### src/rtl/assert_macros.svh
// Assertion macros shared by the RTL of the sentence validator.
// Depends on nothing; the bodies are empty when SYNTHESIS is defined.
`ifndef ASSERT_MACROS_SVH
`define ASSERT_MACROS_SVH
`ifndef SYNTHESIS
// Assert a property on every rising clock edge, skipped while reset is low.
`define ASSERT_CLK(label, clk, rst_n, prop, msg) \
  label: assert property (@(posedge clk) disable iff (!rst_n) (prop)) else $error(msg);
// Assert that a condition never holds at a rising clock edge out of reset.
`define ASSERT_NEVER(label, clk, rst_n, cond, msg) \
  label: assert property (@(posedge clk) disable iff (!rst_n) !(cond)) else $error(msg);
`else
`define ASSERT_CLK(label, clk, rst_n, prop, msg)
`define ASSERT_NEVER(label, clk, rst_n, cond, msg)
`endif
`endif

### src/rtl/nsv_pkg.sv
// Types, character constants and helpers of the sentence validator.
// Depends on nothing; used by the interfaces, nsv_eval and the top level.
`default_nettype none
package nsv_pkg;

  localparam logic [7:0] ChDollar  = 8'h24;
  localparam logic [7:0] ChStar    = 8'h2A;
  localparam logic [7:0] ChComma   = 8'h2C;
  localparam logic [7:0] ChCr      = 8'h0D;
  localparam logic [7:0] ChLf      = 8'h0A;
  localparam logic [7:0] DigitBase = 8'd48;
  localparam logic [7:0] UpperA    = 8'h41;
  localparam logic [2:0] PosMax    = 3'd5;
  localparam logic [1:0] StarMax   = 2'd2;
  localparam int unsigned HistDepth = 4;

  typedef enum logic [2:0] {
    StOk          = 3'd0,
    StNoDollar    = 3'd1,
    StNoComma     = 3'd2,
    StManyStars   = 3'd3,
    StBadTerm     = 3'd4,
    StBadChecksum = 3'd5
  } status_e;

  // Sentence state carried from byte to byte; hist[0] is the previous byte.
  typedef struct packed {
    logic                           dollar_ok;
    logic                           comma_seen;
    logic [1:0]                     star_count;
    logic [7:0]                     running_xor;
    logic [HistDepth-1:0][7:0]      hist;
    logic [2:0]                     pos;
  } sent_state_t;

  localparam sent_state_t StateClear = '0;

  // Upper-case hex digit value in bits [3:0]; bit 4 set when not a digit.
  function automatic logic [4:0] hex_value(input logic [7:0] b);
    logic [7:0] d;
    begin
      d = 8'h00;
      if (b >= 8'h30 && b <= 8'h39) begin
        d = b - DigitBase;
        hex_value = {1'b0, d[3:0]};
      end else if (b >= UpperA && b <= 8'h46) begin
        d = b - UpperA + 8'd10;
        hex_value = {1'b0, d[3:0]};
      end else begin
        hex_value = 5'h10;
      end
    end
  endfunction

endpackage
`default_nettype wire

### src/rtl/nsv_if.sv
// Valid/ready channels of the sentence validator: byte requests in, status out.
// Depends on nsv_pkg for the status type.
`default_nettype none
interface nsv_req_if;
  logic       valid;
  logic       ready;
  logic [7:0] char_byte;
  logic       is_final;

  modport source (output valid, output char_byte, output is_final, input ready);
  modport sink   (input valid, input char_byte, input is_final, output ready);
endinterface

interface nsv_rsp_if;
  logic            valid;
  logic            ready;
  nsv_pkg::status_e status;
  logic [7:0]      computed_sum;

  modport source (output valid, output status, output computed_sum, input ready);
  modport sink   (input valid, input status, input computed_sum, output ready);
endinterface
`default_nettype wire

### src/rtl/nsv_eval.sv
// Per-byte evaluation: next sentence state and the final status of a sentence.
// Depends on nsv_pkg.
`default_nettype none
module nsv_eval (
  input  nsv_pkg::sent_state_t cur_i,
  input  logic [7:0]           char_byte_i,
  input  logic                 is_final_i,
  output nsv_pkg::sent_state_t nxt_o,
  output nsv_pkg::status_e     status_o,
  output logic [7:0]           sum_o
);

  nsv_pkg::sent_state_t upd;
  logic [4:0]           lo_dig;
  logic [4:0]           hi_dig;
  logic                 sum_bad;

  always_comb begin
    upd = cur_i;
    if (cur_i.pos == 3'd0) begin
      upd.dollar_ok = (char_byte_i == nsv_pkg::ChDollar);
    end else if (cur_i.star_count == 2'd0 && char_byte_i != nsv_pkg::ChStar) begin
      upd.running_xor = cur_i.running_xor ^ char_byte_i;
    end
    if (char_byte_i == nsv_pkg::ChComma) begin
      upd.comma_seen = 1'b1;
    end
    if (char_byte_i == nsv_pkg::ChStar && cur_i.star_count < nsv_pkg::StarMax) begin
      upd.star_count = cur_i.star_count + 2'd1;
    end
    // shift history and advance position only for bytes that do not end a sentence
    upd.hist = {cur_i.hist[2:0], char_byte_i};
    if (cur_i.pos < nsv_pkg::PosMax) begin
      upd.pos = cur_i.pos + 3'd1;
    end
  end

  assign lo_dig  = nsv_pkg::hex_value(cur_i.hist[1]);
  assign hi_dig  = nsv_pkg::hex_value(cur_i.hist[2]);
  assign sum_bad = (cur_i.hist[3] != nsv_pkg::ChStar) || lo_dig[4] || hi_dig[4] ||
                   ({hi_dig[3:0], lo_dig[3:0]} != upd.running_xor);

  always_comb begin
    priority if (!upd.dollar_ok) begin
      status_o = nsv_pkg::StNoDollar;
    end else if (!upd.comma_seen) begin
      status_o = nsv_pkg::StNoComma;
    end else if (upd.star_count > 2'd1) begin
      status_o = nsv_pkg::StManyStars;
    end else if (char_byte_i != nsv_pkg::ChLf || cur_i.hist[0] != nsv_pkg::ChCr) begin
      status_o = nsv_pkg::StBadTerm;
    end else if (upd.star_count == 2'd1 && sum_bad) begin
      status_o = nsv_pkg::StBadChecksum;
    end else begin
      status_o = nsv_pkg::StOk;
    end
  end

  assign sum_o = upd.running_xor;
  assign nxt_o = is_final_i ? nsv_pkg::StateClear : upd;

endmodule
`default_nettype wire

### src/rtl/nmea_sentence_validator_core.sv
// Top level of the NMEA 0183 sentence validator.
// Depends on nsv_pkg, nsv_if (request and status channels), nsv_eval, assert_macros.svh.
`default_nettype none
`include "assert_macros.svh"

// The validator takes one sentence byte per request and answers the byte flagged
// is_final with one status (ok, no dollar, no comma, many stars, bad terminator,
// bad checksum) and the XOR of the bytes after the dollar up to the first star,
// or to the end when there is no star. Bytes that are not final give no answer.
// Throughput is one byte per clock unless a final byte is held: a request lands in an
// input register, and a single pass of compare and XOR logic updates the sentence
// state and, on the final byte, loads the status register, which drives rsp_o.
// Only a final byte that meets a status nobody has taken yet holds in the input
// register, and no new byte is taken while it holds.
// After each final byte the sentence state returns to its reset value.
module nmea_sentence_validator_core (
  input  logic        clk_i,
  input  logic        rst_ni,
  nsv_req_if.sink     req_i,
  nsv_rsp_if.source   rsp_o
);

  // input register
  logic       in_valid_q;
  logic [7:0] in_byte_q;
  logic       in_final_q;

  // sentence state
  nsv_pkg::sent_state_t st_q;
  nsv_pkg::sent_state_t st_d;

  // result register
  logic             out_valid_q;
  nsv_pkg::status_e out_status_q;
  logic [7:0]       out_sum_q;

  nsv_pkg::status_e eval_status;
  logic [7:0]       eval_sum;
  logic             adv;
  logic             in_take;

  // Advance a held byte unless it is final and the result slot is still full.
  assign adv     = in_valid_q && (!in_final_q || !out_valid_q || rsp_o.ready);
  assign in_take = req_i.valid && req_i.ready;

  assign req_i.ready = !in_valid_q || adv;

  nsv_eval u_eval (
    .cur_i       (st_q),
    .char_byte_i (in_byte_q),
    .is_final_i  (in_final_q),
    .nxt_o       (st_d),
    .status_o    (eval_status),
    .sum_o       (eval_sum)
  );

  always_ff @(posedge clk_i or negedge rst_ni) begin
    if (!rst_ni) begin
      in_valid_q <= 1'b0;
    end else if (req_i.ready) begin
      in_valid_q <= req_i.valid;
    end
  end

  always_ff @(posedge clk_i) begin
    if (in_take) begin
      in_byte_q  <= req_i.char_byte;
      in_final_q <= req_i.is_final;
    end
  end

  always_ff @(posedge clk_i or negedge rst_ni) begin
    if (!rst_ni) begin
      st_q <= nsv_pkg::StateClear;
    end else if (adv) begin
      st_q <= st_d;
    end
  end

  // Load a status on a final byte; drop the old one once taken.
  always_ff @(posedge clk_i or negedge rst_ni) begin
    if (!rst_ni) begin
      out_valid_q <= 1'b0;
    end else if (adv && in_final_q) begin
      out_valid_q <= 1'b1;
    end else if (rsp_o.ready) begin
      out_valid_q <= 1'b0;
    end
  end

  always_ff @(posedge clk_i) begin
    if (adv && in_final_q) begin
      out_status_q <= eval_status;
      out_sum_q    <= eval_sum;
    end
  end

  assign rsp_o.valid        = out_valid_q;
  assign rsp_o.status       = out_status_q;
  assign rsp_o.computed_sum = out_sum_q;

  `ASSERT_CLK(a_rsp_after_final, clk_i, rst_ni, $rose(out_valid_q) |-> $past(adv && in_final_q), "status raised without a final byte")
  `ASSERT_CLK(a_clear_after_final, clk_i, rst_ni, (adv && in_final_q) |=> (st_q.pos == 3'd0 && st_q.running_xor == 8'h00 && st_q.star_count == 2'd0), "sentence state not cleared after final byte")
  `ASSERT_NEVER(a_star_sat, clk_i, rst_ni, st_q.star_count == 2'd3, "star count past saturation")
  `ASSERT_NEVER(a_pos_sat, clk_i, rst_ni, st_q.pos == 3'd6 || st_q.pos == 3'd7, "byte position past saturation")
  `ASSERT_CLK(a_no_overwrite, clk_i, rst_ni, (out_valid_q && !rsp_o.ready) |=> (out_valid_q && $stable(out_status_q) && $stable(out_sum_q)), "pending status overwritten")

endmodule
`default_nettype wire

### src/flat_wrapper.sv
// flat-port wrapper written by rule: the top's interface ports become plain ports
module nmea_sentence_validator_core_flat 
  (clk_i, rst_ni, req_i_valid, req_i_char_byte, req_i_is_final, req_i_ready, rsp_o_valid, rsp_o_status, rsp_o_computed_sum, rsp_o_ready);
  nsv_req_if req_i_i ();
  nsv_rsp_if rsp_o_i ();
  input  logic clk_i;
  input  logic rst_ni;
  input wire logic [$bits(req_i_i.valid)-1:0] req_i_valid;
  input wire logic [$bits(req_i_i.char_byte)-1:0] req_i_char_byte;
  input wire logic [$bits(req_i_i.is_final)-1:0] req_i_is_final;
  output wire logic [$bits(req_i_i.ready)-1:0] req_i_ready;
  output wire logic [$bits(rsp_o_i.valid)-1:0] rsp_o_valid;
  output wire logic [$bits(rsp_o_i.status)-1:0] rsp_o_status;
  output wire logic [$bits(rsp_o_i.computed_sum)-1:0] rsp_o_computed_sum;
  input wire logic [$bits(rsp_o_i.ready)-1:0] rsp_o_ready;
  assign req_i_i.valid = req_i_valid;
  assign req_i_i.char_byte = req_i_char_byte;
  assign req_i_i.is_final = req_i_is_final;
  assign req_i_ready = req_i_i.ready;
  assign rsp_o_valid = rsp_o_i.valid;
  assign rsp_o_status = rsp_o_i.status;
  assign rsp_o_computed_sum = rsp_o_i.computed_sum;
  assign rsp_o_i.ready = rsp_o_ready;
  nmea_sentence_validator_core u_core (.clk_i(clk_i), .rst_ni(rst_ni), .req_i(req_i_i), .rsp_o(rsp_o_i));
endmodule
### config.mk
export PLATFORM = sky130hd
export DESIGN_NAME = nmea_sentence_validator_core_flat
export DESIGN_NICKNAME = d
export VERILOG_FILES = /design/src/rtl/nsv_pkg.sv /design/src/rtl/nsv_if.sv /design/src/rtl/nsv_eval.sv /design/src/rtl/nmea_sentence_validator_core.sv /design/src/flat_wrapper.sv
export VERILOG_INCLUDE_DIRS = /design/src /design/src/rtl
export SDC_FILE = /design/constraint.sdc
export NUM_CORES = 1
export LEC_CHECK = 0
export ABC_AREA = 1
export BUFFER_PORTS_ARGS = -buffer_cell sky130_fd_sc_hd__clkbuf_2
export CORE_MARGIN = 1.5
export CORE_UTILIZATION = 35
export CTS_CLUSTER_SIZE = 24
export DETAILED_ROUTE_END_ITERATION = 10
export GPL_TIMING_DRIVEN = 0
export PLACE_DENSITY_LB_ADDON = 0.25
export SETUP_SLACK_MARGIN = 0.1
export SYNTH_ARGS = -nofsm -noshare
export SYNTH_HDL_FRONTEND = slang
export SYNTH_SLANG_ARGS = --single-unit
### constraint.sdc
create_clock -name clk_i -period 5.28 [get_ports clk_i]
set_input_delay 0.528 -clock clk_i [delete_from_list [all_inputs] [get_ports clk_i]]
set_output_delay 0.528 -clock clk_i [all_outputs]
set_load 0.02 [all_outputs]
==> impl_results.md, run 1 <==
* Run status: completed
* Async S/R FF share, synth at 0.7101
* DP Cell Count at approximately 550
* Crit Path Class: register to register
* Remaining DRCs at 0
* Slew Limit Fails at 0
* Power density over the cells at ~380 nW/um2
* Max VDD drop at a little under 0.2 mV
* Synth top area share at 0.3566
* Syn nets at ~420
* Final Instance Area at 3983 um2
* Commonest non-fill, non-tap cells in the layout: nand2_1 (78), inv_1 (70), dfrtp_1 (49)
* CP Max Fanout at 10
* Initial Util at 0.3669
* Routed WL per cell at 13.68 um
* Final TNS setup at 0 ns
* CTS Hold Buffers Added at 0
* CP max-delay cell: dfrtp_1
* Area growth from synthesis to layout at 15.83%
* Synthesized area per cell at 8.749 um2
* NumNets Final at 452
* Slew Limit Headroom at 0.5183
* Netlist cell types at 28
* RSZ-0062 raised after global routing: false
* Die H at 102.1 um
* CTS Buf Count at 9
* First-pass iteration count of the detailed router at 4
* Final period utilization at 0.4405
* Inserted Diodes at 0
* Met1 usage at 0.2183
* Max Freq at 430.0 MHz
* Clk buf depth at 2
* Core Rows at 35
* Htree depth at 3
* Seq cells post-synth at 69
* R2R depth at 17
* Detailed-route wire length at 7714 um
* Most area-hungry cell type in the Yosys netlist: dfrtp_1
* Number of max-cap violations at 0
* Post-CTS Setup Inserts at 0
* Ys Warns at 0
* Register area share after synthesis at 0.5313
* Vias per std cell at 4.858
* CORE AREA at roughly 9400 um2
* Die area at between 10,000 and 15,000 um2
* Wire length of the first global-routing pass at 12,830 um
* HP Class: primary input to asynchronous set/reset pin
* Leakage Power at between 1.5 and 2 nW
* Prevailing post-synth register cell: dfrtp_1
* DR iter-0 viols at 135
* I/O Buffers at 25
* CP peak stage delay at roughly 0.38 ns
* Total GRT Usage at 0.1642
* CP Capture Type: register
* Clk sinks at 69
* Required time worst endpoint at 5.39 ns
* WP data arrival at 2.44 ns
* Total number of vias at around 2,700
* Share of cells above drive strength 1 at 0.1540
* Die W at 102.1 um
* Setup-failing EPs final at 0
* Met3 GRT Util at 0.03694
* Mapped cell area at approximately 3400 um2
* Fin cells at 564
* Post-route ant nets at 0
* Cell mode on critical path: nand2_1
* Critical path depth at 17
* Grt met2 use at 0.2552
* Worst Path Buf+Inv at 2
* Initial antenna violation count at 0
* Register clock-pin slew on the reported worst setup and hold paths at 0.08 ns
* Crit path cell chain: inv_1 -> ha_1 -> inv_1 -> nor2_2 -> nor2_1 -> nand3_1 -> nand2_1 -> nand2_2 -> nor2_1 -> nor2_1 -> nand3_1 -> nor2_1 -> nand2_1 -> nand3_1 -> nand2_1 -> nand2_1 -> nand2_1
* Root Driver: clkbuf_8
* Crit path time final at 2.326 ns
* Largest net degree at the start of global routing at 50
* Hold Fails Final Rpt at 0
* Vias in the first global route at between 2,000 and 3,000
* Most common cell after layout, fill and taps aside: nand2_1
* Post-synth EDFFs at 20
* Slew @ Worst Pin at between 0.7 and 0.8 ns
* Number of gates resized after CTS at 0
* CTS tree: built
* Critical Path Source Type: register
* Clock Latency Late Sink at 0.35 ns
* Placed Area at around 3700 um2
* Placed wire-length estimate at 5683 um
* CP top delay family: simple AND/OR/NAND/NOR gates
* Grt ovf at 0
* IO Pins at 26
* Fillers at ~970
* Layer with the highest usage: met2
* Top area cells in the synthesized netlist: dfrtp_1 (36%), edfxtp_1 (17%), nand2_1 (8.5%)
* RD Place Congestion at 0.8704
* Clock skew at 0.006362 ns
* Cells after Synth at 393
through the flow:
stage,total power [mW],utilization,hold WS (ns),setup WS (ns)
after floorplan,0.9040,-,0.2324,3.342
after global placement,0.9929,0.3975,0.4711,2.890
after detailed placement,1.001,0.3975,0.4774,2.896
after CTS,1.519,0.4228,0.3354,2.980
after global routing,1.602,0.4250,0.1526,2.642
final,1.513,0.4250,0.1301,2.954
cells by family (layout without fill, tap and decap cells):
group | after synthesis | after routing | share of synthesized area
buffers and inverters | 83 | 125 | 0.09389
AO/OA/AOI/OAI | 55 | 55 | 0.09570
XOR/XNOR | 4 | 4 | 0.01019
AND/OR/NAND/NOR | 173 | 173 | 0.2362
adder cells (fa/ha/maj) | 9 | 9 | 0.03275
flip-flops | 69 | 69 | 0.5313
metal layers:
layer  share of wire  vias up
met5               0        -
met4           0.021        0
met3           0.046       14
met2            0.45       73
met1            0.48     1284
li1                -     1369
final timing paths:
check	start	end	slack [ns]
hold reg to reg	u_core.st_q[30]$_DFFE_PN0P_	u_core.st_q[30]$_DFFE_PN0P_	0.50
max in group asynchronous	rst_ni	u_core.st_q[45]$_DFFE_PN0P_	4.61
setup / recovery	u_core.st_q[0]$_DFFE_PN0P_	u_core.rsp_o.status[0]$_SDFFCE_PN1P_	2.95
min in group clk_i	req_i_char_byte[6]	u_core.in_byte_q[6]$_DFFE_PP_	0.34
hold / removal	rst_ni	u_core.st_q[30]$_DFFE_PN0P_	0.13
setup reg to reg	u_core.st_q[0]$_DFFE_PN0P_	u_core.rsp_o.status[0]$_SDFFCE_PN1P_	2.95
sequential cells by signal, indices dropped and copies added, names as in the netlist:
name,count
u_core.rsp_o.valid,1
u_core.in_final_q,1
u_core.rsp_o.computed_sum,8
u_core.in_valid_q,1
u_core.st_q,47
u_core.in_byte_q,8
u_core.rsp_o.status,3
power by group:
| part | switching, mW | total [mW] | internal (mW) |
|---|---|---|---|
| logic | 0.231 | 0.341 | 0.110 |
| clock network | 0.208 | 0.519 | 0.311 |
| registers | 0.0330 | 0.653 | 0.620 |
| total | 0.472 | 1.51 | 1.04 |
layout make-up:
class                           instances  area, um2  share of cell area
Multi-Input combinational cell        241       1289              0.3236
Buffer                                  9      45.04             0.01131
Inverter                               74      277.8             0.06975
Sequential cell                        69       1827              0.4587
Timing Repair Buffer                   26      145.1             0.03644
Clock inverter                          7      113.9             0.02859
Tap cell                              129      161.4             0.04053
Clock buffer                            9      123.9             0.03110
cell usage after synthesis (2+ instances only):
| master | n |
|---|---|
| a21oi_1 | 3 |
| nand2_2 | 12 |
| a211oi_1 | 2 |
| xor2_1 | 4 |
| nor2_1 | 24 |
| inv_1 | 70 |
| nand3b_1 | 2 |
| inv_2 | 4 |
| ha_1 | 9 |
| edfxtp_1 | 20 |
| o21ai_0 | 16 |
| nor2_4 | 2 |
| nand4_1 | 10 |
| nand4_2 | 2 |
| nor3_1 | 4 |
| dfrtp_1 | 49 |
| o22ai_1 | 32 |
| clkbuf_1 | 7 |
| nand2_1 | 78 |
| nand3_1 | 35 |
Power figures use the tool's default switching activity.
==> run 2, diff against run 1 <==
- clock period: 5.28 -> 2.2 ns (I/O delays scaled with it)
==> run 2 against run 1 <==
Routed wire length grew 3.6%. Global-route usage is essentially flat. Cell area grew 5.1%. Utilization grew 2.2 points. Critical path depth is the same. Largest cell class unchanged.
==> impl_results.md, run 2 (synthesis results as in run 1) <==
* Run status: completed
* Largest net degree at the start of global routing at 50
* CORE AREA at 9371 um2
* Die area at between 10,000 and 15,000 um2
* Leakage Power at 1.935 nW
* Inserted Diodes at 0
* Slack of the critical path at 0.05578 ns
* IO Pins at 26
* Clock skew at 0.007639 ns
* Most common cell after layout, fill and taps aside: nand2_1
* First-pass iteration count of the detailed router at 5
* Wire length of the first global-routing pass at 12,830 um
* Commonest non-fill, non-tap cells in the layout: nand2_1 (73), inv_1 (59), dfrtp_1 (48)
* Slew @ Worst Pin at roughly 0.57 ns
* Hold Path Depth at 1
* CP Max Fanout at 5
* CTS tree: built
* Hold Fails Final Rpt at 0
* Routed WL per cell at 13.85 um
* Final hold slack at 0.03286 ns
* Required time worst endpoint at 2.32 ns
* Area growth from synthesis to layout at 21.72%
* Final Power at 3.794 mW
* R2R depth at 17
* Max Freq at 466.4 MHz
* RSZ-0062 raised after global routing: true
* Register area at 1828 um2
* Largest Register: u_core.st_q
* Clock Latency Late Sink at 0.36 ns
* Total GRT Usage at 0.1645
* Vias per std cell at 4.891
* Slew Limit Fails at 0
* Met3 GRT Util at 0.03488
* CTS Buf Count at 9
* Crit path time final at between 2 and 2.5 ns
* Met1 usage at 0.2187
* Number of max-cap violations at 0
* DP Cell Count at 547
* Layer with the highest usage: met2
* Detailed-route wire length at 7993 um
* Placed wire-length estimate at about 5700 um
* NumNets Final at 465
* Core Rows at 35
* Die H at 102.1 um
* Initial antenna violation count at 0
* Share of cells above drive strength 1 at 0.2567
* WP data arrival at between 2 and 2.5 ns
* HP Class: primary input to register
* Grt met2 use at 0.2557
* Htree depth at 3
* Final period utilization at 0.9746
* Register clock-pin slew on the reported worst setup and hold paths at 0.08 ns
* CP Capture Type: register
* Crit Path Class: register to register
* Largest register FFs at 47
* Post-route ant nets at 0
* Fin cells at 577
* Root Driver: clkbuf_8
* Slew Limit Headroom at 0.6225
* Critical Path Source Type: register
* Total number of vias at 2,822
* Multi-input logic area at between 1000 and 1500 um2
* Setup-failing EPs final at 0
* Place WS at -0.07613 ns
* Fillers at 954
* Die W at just over 100 um
* Vias in the first global route at 2,680
* RD Place Congestion at 0.8704
* Clk sinks at 69
* Initial Util at 0.3669
* Max VDD drop at around 0.45 mV
* Clk buf depth at 2
* DR iter-0 viols at 155
* Remaining DRCs at 0
* Grt ovf at 0
* I/O Buffers at 25
* Power density over the cells at 906.5 nW/um2
-- run 2: cell types whose count changed in the layout (fill, tap and decap cells not counted), sizes merged --
cell         change
dlygate4sd3      +1
nor2             +1
buf             +11
-- run 2: path summary, 6_finish.rpt --
kind | slack (ns) | start | end
worst max-delay path | 0.06 | u_core.st_q[0]$_DFFE_PN0P_ | u_core.rsp_o.status[0]$_SDFFCE_PN1P_
max in group asynchronous | 1.31 | rst_ni | u_core.st_q[11]$_DFFE_PN0P_
worst min register to register | 0.49 | u_core.st_q[30]$_DFFE_PN0P_ | u_core.st_q[30]$_DFFE_PN0P_
worst max register to register | 0.06 | u_core.st_q[0]$_DFFE_PN0P_ | u_core.rsp_o.status[0]$_SDFFCE_PN1P_
min in group asynchronous | 0.36 | rst_ni | u_core.st_q[23]$_DFFE_PN0P_
worst min-delay path | 0.03 | req_i_char_byte[6] | u_core.in_byte_q[6]$_DFFE_PP_
-- run 2: final cells by class --
class / instances / area share
buffer: 9 / 0.01166
clock buffer: 9 / 0.02960
clock inverter: 7 / 0.02720
inverter: 74 / 0.06697
multi-input combinational: 242 / 0.3324
sequential: 69 / 0.4368
tap: 129 / 0.03857
timing repair buffer: 38 / 0.05680
-- run 2: per-layer routing --
layer / part of all wire / up-vias
met5: 0 / -
met2: 0.46 / 87
li1: - / 1393
met3: 0.060 / 15
met4: 0.022 / 0
met1: 0.46 / 1327
-- run 2: repair_timing --
item | CTS | global route
setup endpoints to repair | 32 | 26
pin swaps | 0 | 10
setup buffers | 0 | 11
gates cloned | 0 | 1
hold endpoints to repair | 0 | 19
hold buffers | 0 | 1
gates resized for setup | 5 | 41
-- run 2: report_power, final --
group          switching [mW]  leakage (nW)  internal (mW)
clock network           0.499         0.113          0.746
logic                   0.616         0.974          0.352
registers              0.0916         0.848           1.49
-- run 2: per-stage QoR --
stage                       util  instance area, um2  TNS (ns)
after global placement    0.3975                3725   -0.1649
final                     0.4466                4185         0
after detailed placement  0.3975                3725  -0.07882
after floorplan                -                3438         0
after global routing      0.4466                4185   -0.1075
after CTS                 0.4238                3971         0
-- run 2: critical path: stages (launching register included) --
cell and delay [ns]:
dfrtp_1 0.40, inv_2 0.11, ha_4 0.13, inv_2 0.05, nor2_4 0.24, nor2_4 0.07
nand3_1 0.08, nand2_1 0.06, nand2_2 0.09, nor2_1 0.05, nor2_1 0.09, nand3_1 0.07
nor2_1 0.11, nand2_1 0.11, nand3_1 0.09, nand2_1 0.05, nand2_1 0.05, nand2_1 0.04
==> run 3, diff against run 2 <==
- SYNTH_HIERARCHICAL: unset -> 1
==> run 3 against run 2 <==
Via count grew 26%. Final cell count grew 25%. Critical endpoint is now u_core/rsp_o.status[0]$_DFFE_PP_. Sequential power is essentially flat. Clock skew shrank 0.0035 ns. Sequential share of layout area shrank 6.4 points. Largest power group unchanged. Clock-buffer cell count is the same. Hold slack gained 0.033 ns. Utilization grew 0.26 points.
==> impl_results.md, run 3 <==
* IO Pins at 26
* CP Capture Type: register
* Final TNS setup at 0 ns
* FF-to-FF End: u_core/rsp_o.status[0]$_DFFE_PP_
* Vias in the first global route at 3,451
* Synth top area share at 0.3108
* Final Instance Area at 4912 um2
* Ys Warns at 6
* Final Power at 4.039 mW
* RSZ-0062 raised after global routing: true
* Crit Path Class: register to register
* Top cells by count, synth: nand2_1 (157), nand3_1 (79), nor2_1 (59)
* HP Class: primary input to register
* Most area-hungry cell type in the Yosys netlist: dfrtp_1
* Register area at 1831 um2
* Synthesized area per cell at 7.558 um2
* Slack of the critical path at 0.08663 ns
* Total GRT Usage at 0.1866
* Number of max-cap violations at 0
* Most common cell in the netlist: nand2_1
* WP data arrival at 2.19 ns
* Wire length of the first global-routing pass at 16,840 um
* Leakage Power at approximately 2.4 nW
* Clk buf depth at 2
* Syn nets at 544
* Slew @ Worst Pin at 0.7797 ns
* Final period utilization at 0.9606
* Area growth from synthesis to layout at 24.52%
* Hold Fails Final Rpt at 0
* Routed WL per cell at between 10 and 15 um
* Final hold slack at 0.06633 ns
* Critical Path Source Type: register
* Largest register FFs at 47
* I/O Buffers at 25
* Run status: completed
* Register clock-pin slew on the reported worst setup and hold paths at 0.06 ns
* Prevailing post-synth register cell: dfrtp_1
* Detailed-route wire length at 10,400 um
* Largest net degree at the start of global routing at 50
* Clock Latency Late Sink at 0.33 ns
* RD Place Congestion at 0.8373
* Setup-failing EPs final at 0
* Mapped cell area at 3945 um2
* Die area at 11,920 um2
* Power density over the cells at 822.2 nW/um2
* Die H at between 100 and 150 um
* Multi-input logic area at 1932 um2
* DP Cell Count at 687
* Largest Register: u_core/st_q
* Initial Util at 0.3608
* Async S/R FF share, synth at 0.7101
* Post-route ant nets at 0
* Clock skew at 0.004186 ns
* DR iter-0 viols at around 210
* Start point of the critical path: u_core/st_q[11]$_DFFE_PN0P_
* CP Max Fanout at 4
* Die W at 109.2 um
* Max VDD drop at 0.2938 mV
* Crit path time final at 2.113 ns
* Crit path to: u_core/rsp_o.status[0]$_DFFE_PP_
* Place WS at -0.04095 ns
* R2r startpoint: u_core/st_q[11]$_DFFE_PN0P_
* Core Rows at 38
* Fillers at approximately 1,100
* Register area share after synthesis at 0.4631
* Initial antenna violation count at 0
* Share of cells above drive strength 1 at 0.2517
* CTS tree: built
* Total number of vias at 3,547
* Netlist cell types at 32
* Seq cells post-synth at 69
* Placed wire-length estimate at 6978 um
* Slew Limit Headroom at 0.4729
* Fin cells at 724
* Vias per std cell at 4.899
* First-pass iteration count of the detailed router at 7
* Most common cell after layout, fill and taps aside: nand2_1
* Clk sinks at 69
* NumNets Final at between 600 and 700
* R2R depth at 17
* Final core utilization at 0.4492
* Flop2flop setup slack at a little under 0.09 ns
* Required time worst endpoint at 2.28 ns
* Placed Area at roughly 4200 um2
* Cells after Synth at 522
* Commonest non-fill, non-tap cells in the layout: nand2_1 (145), nand3_1 (77), nor2_1 (55)
* Root Driver: clkbuf_16
* Remaining DRCs at 0
* Inserted Diodes at 0
* Slew Limit Fails at 0
* Max Freq at 473.2 MHz
* Post-synth EDFFs at 20
* Grt ovf at 0
* Top area cells in the synthesized netlist: dfrtp_1 (31%), edfxtp_1 (15%), nand2_1 (15%)
* CTS Buf Count at 9
* CORE AREA at 10,940 um2
* Htree depth at 3
run 3: cell types whose count changed after synthesis, moves of 5 or more:
cell and delta:
a21oi_1 +10, buf_2 +6, inv_1 -17, inv_2 +5, nand2_1 +79, nand3_1 +44
nor2_1 +35, o21ai_0 -10, o22ai_1 -32
run 3: critical path, stage by stage, from the launching register on:
cell     delay [ns]
dfrtp_2        0.45
inv_2          0.10
ha_4           0.14
o21ai_2        0.06
nand2_1        0.12
nand2_2        0.11
nand2_4        0.11
nand2_2        0.05
nor2_2         0.11
nand2_1        0.05
nor2_1         0.08
nand2_1        0.06
nor2_1         0.11
nand2_1        0.10
nand3_1        0.07
nand2_1        0.05
nand2_1        0.05
nand2_1        0.04
run 3: worst min-delay path by stage:
| stage | slack, ns | cells after the start | endpoint | startpoint |
|---|---|---|---|---|
| floorplan | -0.08 | 0 | u_core/in_valid_q$_DFFE_PN0P_ | rst_ni |
| global placement | 0.40 | 1 | u_core/in_final_q$_DFFE_PP_ | req_i_is_final |
| detailed placement | 0.40 | 1 | u_core/in_byte_q[7]$_DFFE_PP_ | req_i_char_byte[7] |
| CTS | 0.06 | 1 | u_core/in_byte_q[7]$_DFFE_PP_ | req_i_char_byte[7] |
| global route | 0.05 | 1 | u_core/in_byte_q[4]$_DFFE_PP_ | req_i_char_byte[4] |
| finish | 0.07 | 1 | u_core/in_byte_q[7]$_DFFE_PP_ | req_i_char_byte[7] |
run 3: timing repair:
| action | CTS | global route |
|---|---|---|
| setup buffers | 7 | 11 |
| hold endpoints to repair | 0 | 15 |
| endpoints found under the setup margin | 2 | 2 |
| pin swaps | 4 | 21 |
| cloned | 1 | 0 |
| resized for setup | 23 | 39 |
| hold buffers | 0 | 1 |
run 3: routing by layer:
layer | up-vias | part of all wire | global-route usage
li1 | 1782 | - | -
met1 | 1654 | 0.46 | 0.2435
met2 | 98 | 0.47 | 0.3134
met3 | 13 | 0.046 | 0.02869
met4 | 0 | 0.018 | 0.06391
met5 | - | 0 | 0
run 3: cells by family after synthesis:
group | synth area share
and+or+nand+nor | 0.3834
adders and majority gates | 0.02854
buffers and inverters | 0.09514
AOI/OAI and AO/OA | 0.02759
DFF | 0.4631
xor gates and xnor gates | 0.002221
run 3: where the power goes:
group	switching, mW	total (mW)	internal, mW
Clock	0.538	1.41	0.868
Combinational	0.665	1.05	0.389
Sequential	0.105	1.58	1.47
Total	1.31	4.04	2.73
run 3: cell type report:
type,count,share of cell area
timing repair inverter,1,0.001783
buffer,23,0.02904
multi-input combinational,367,0.3933
clock buffer,9,0.04585
timing repair buffer,45,0.05909
sequential,69,0.3726
clock inverter,7,0.01350
inverter,63,0.04916
tap,140,0.03566
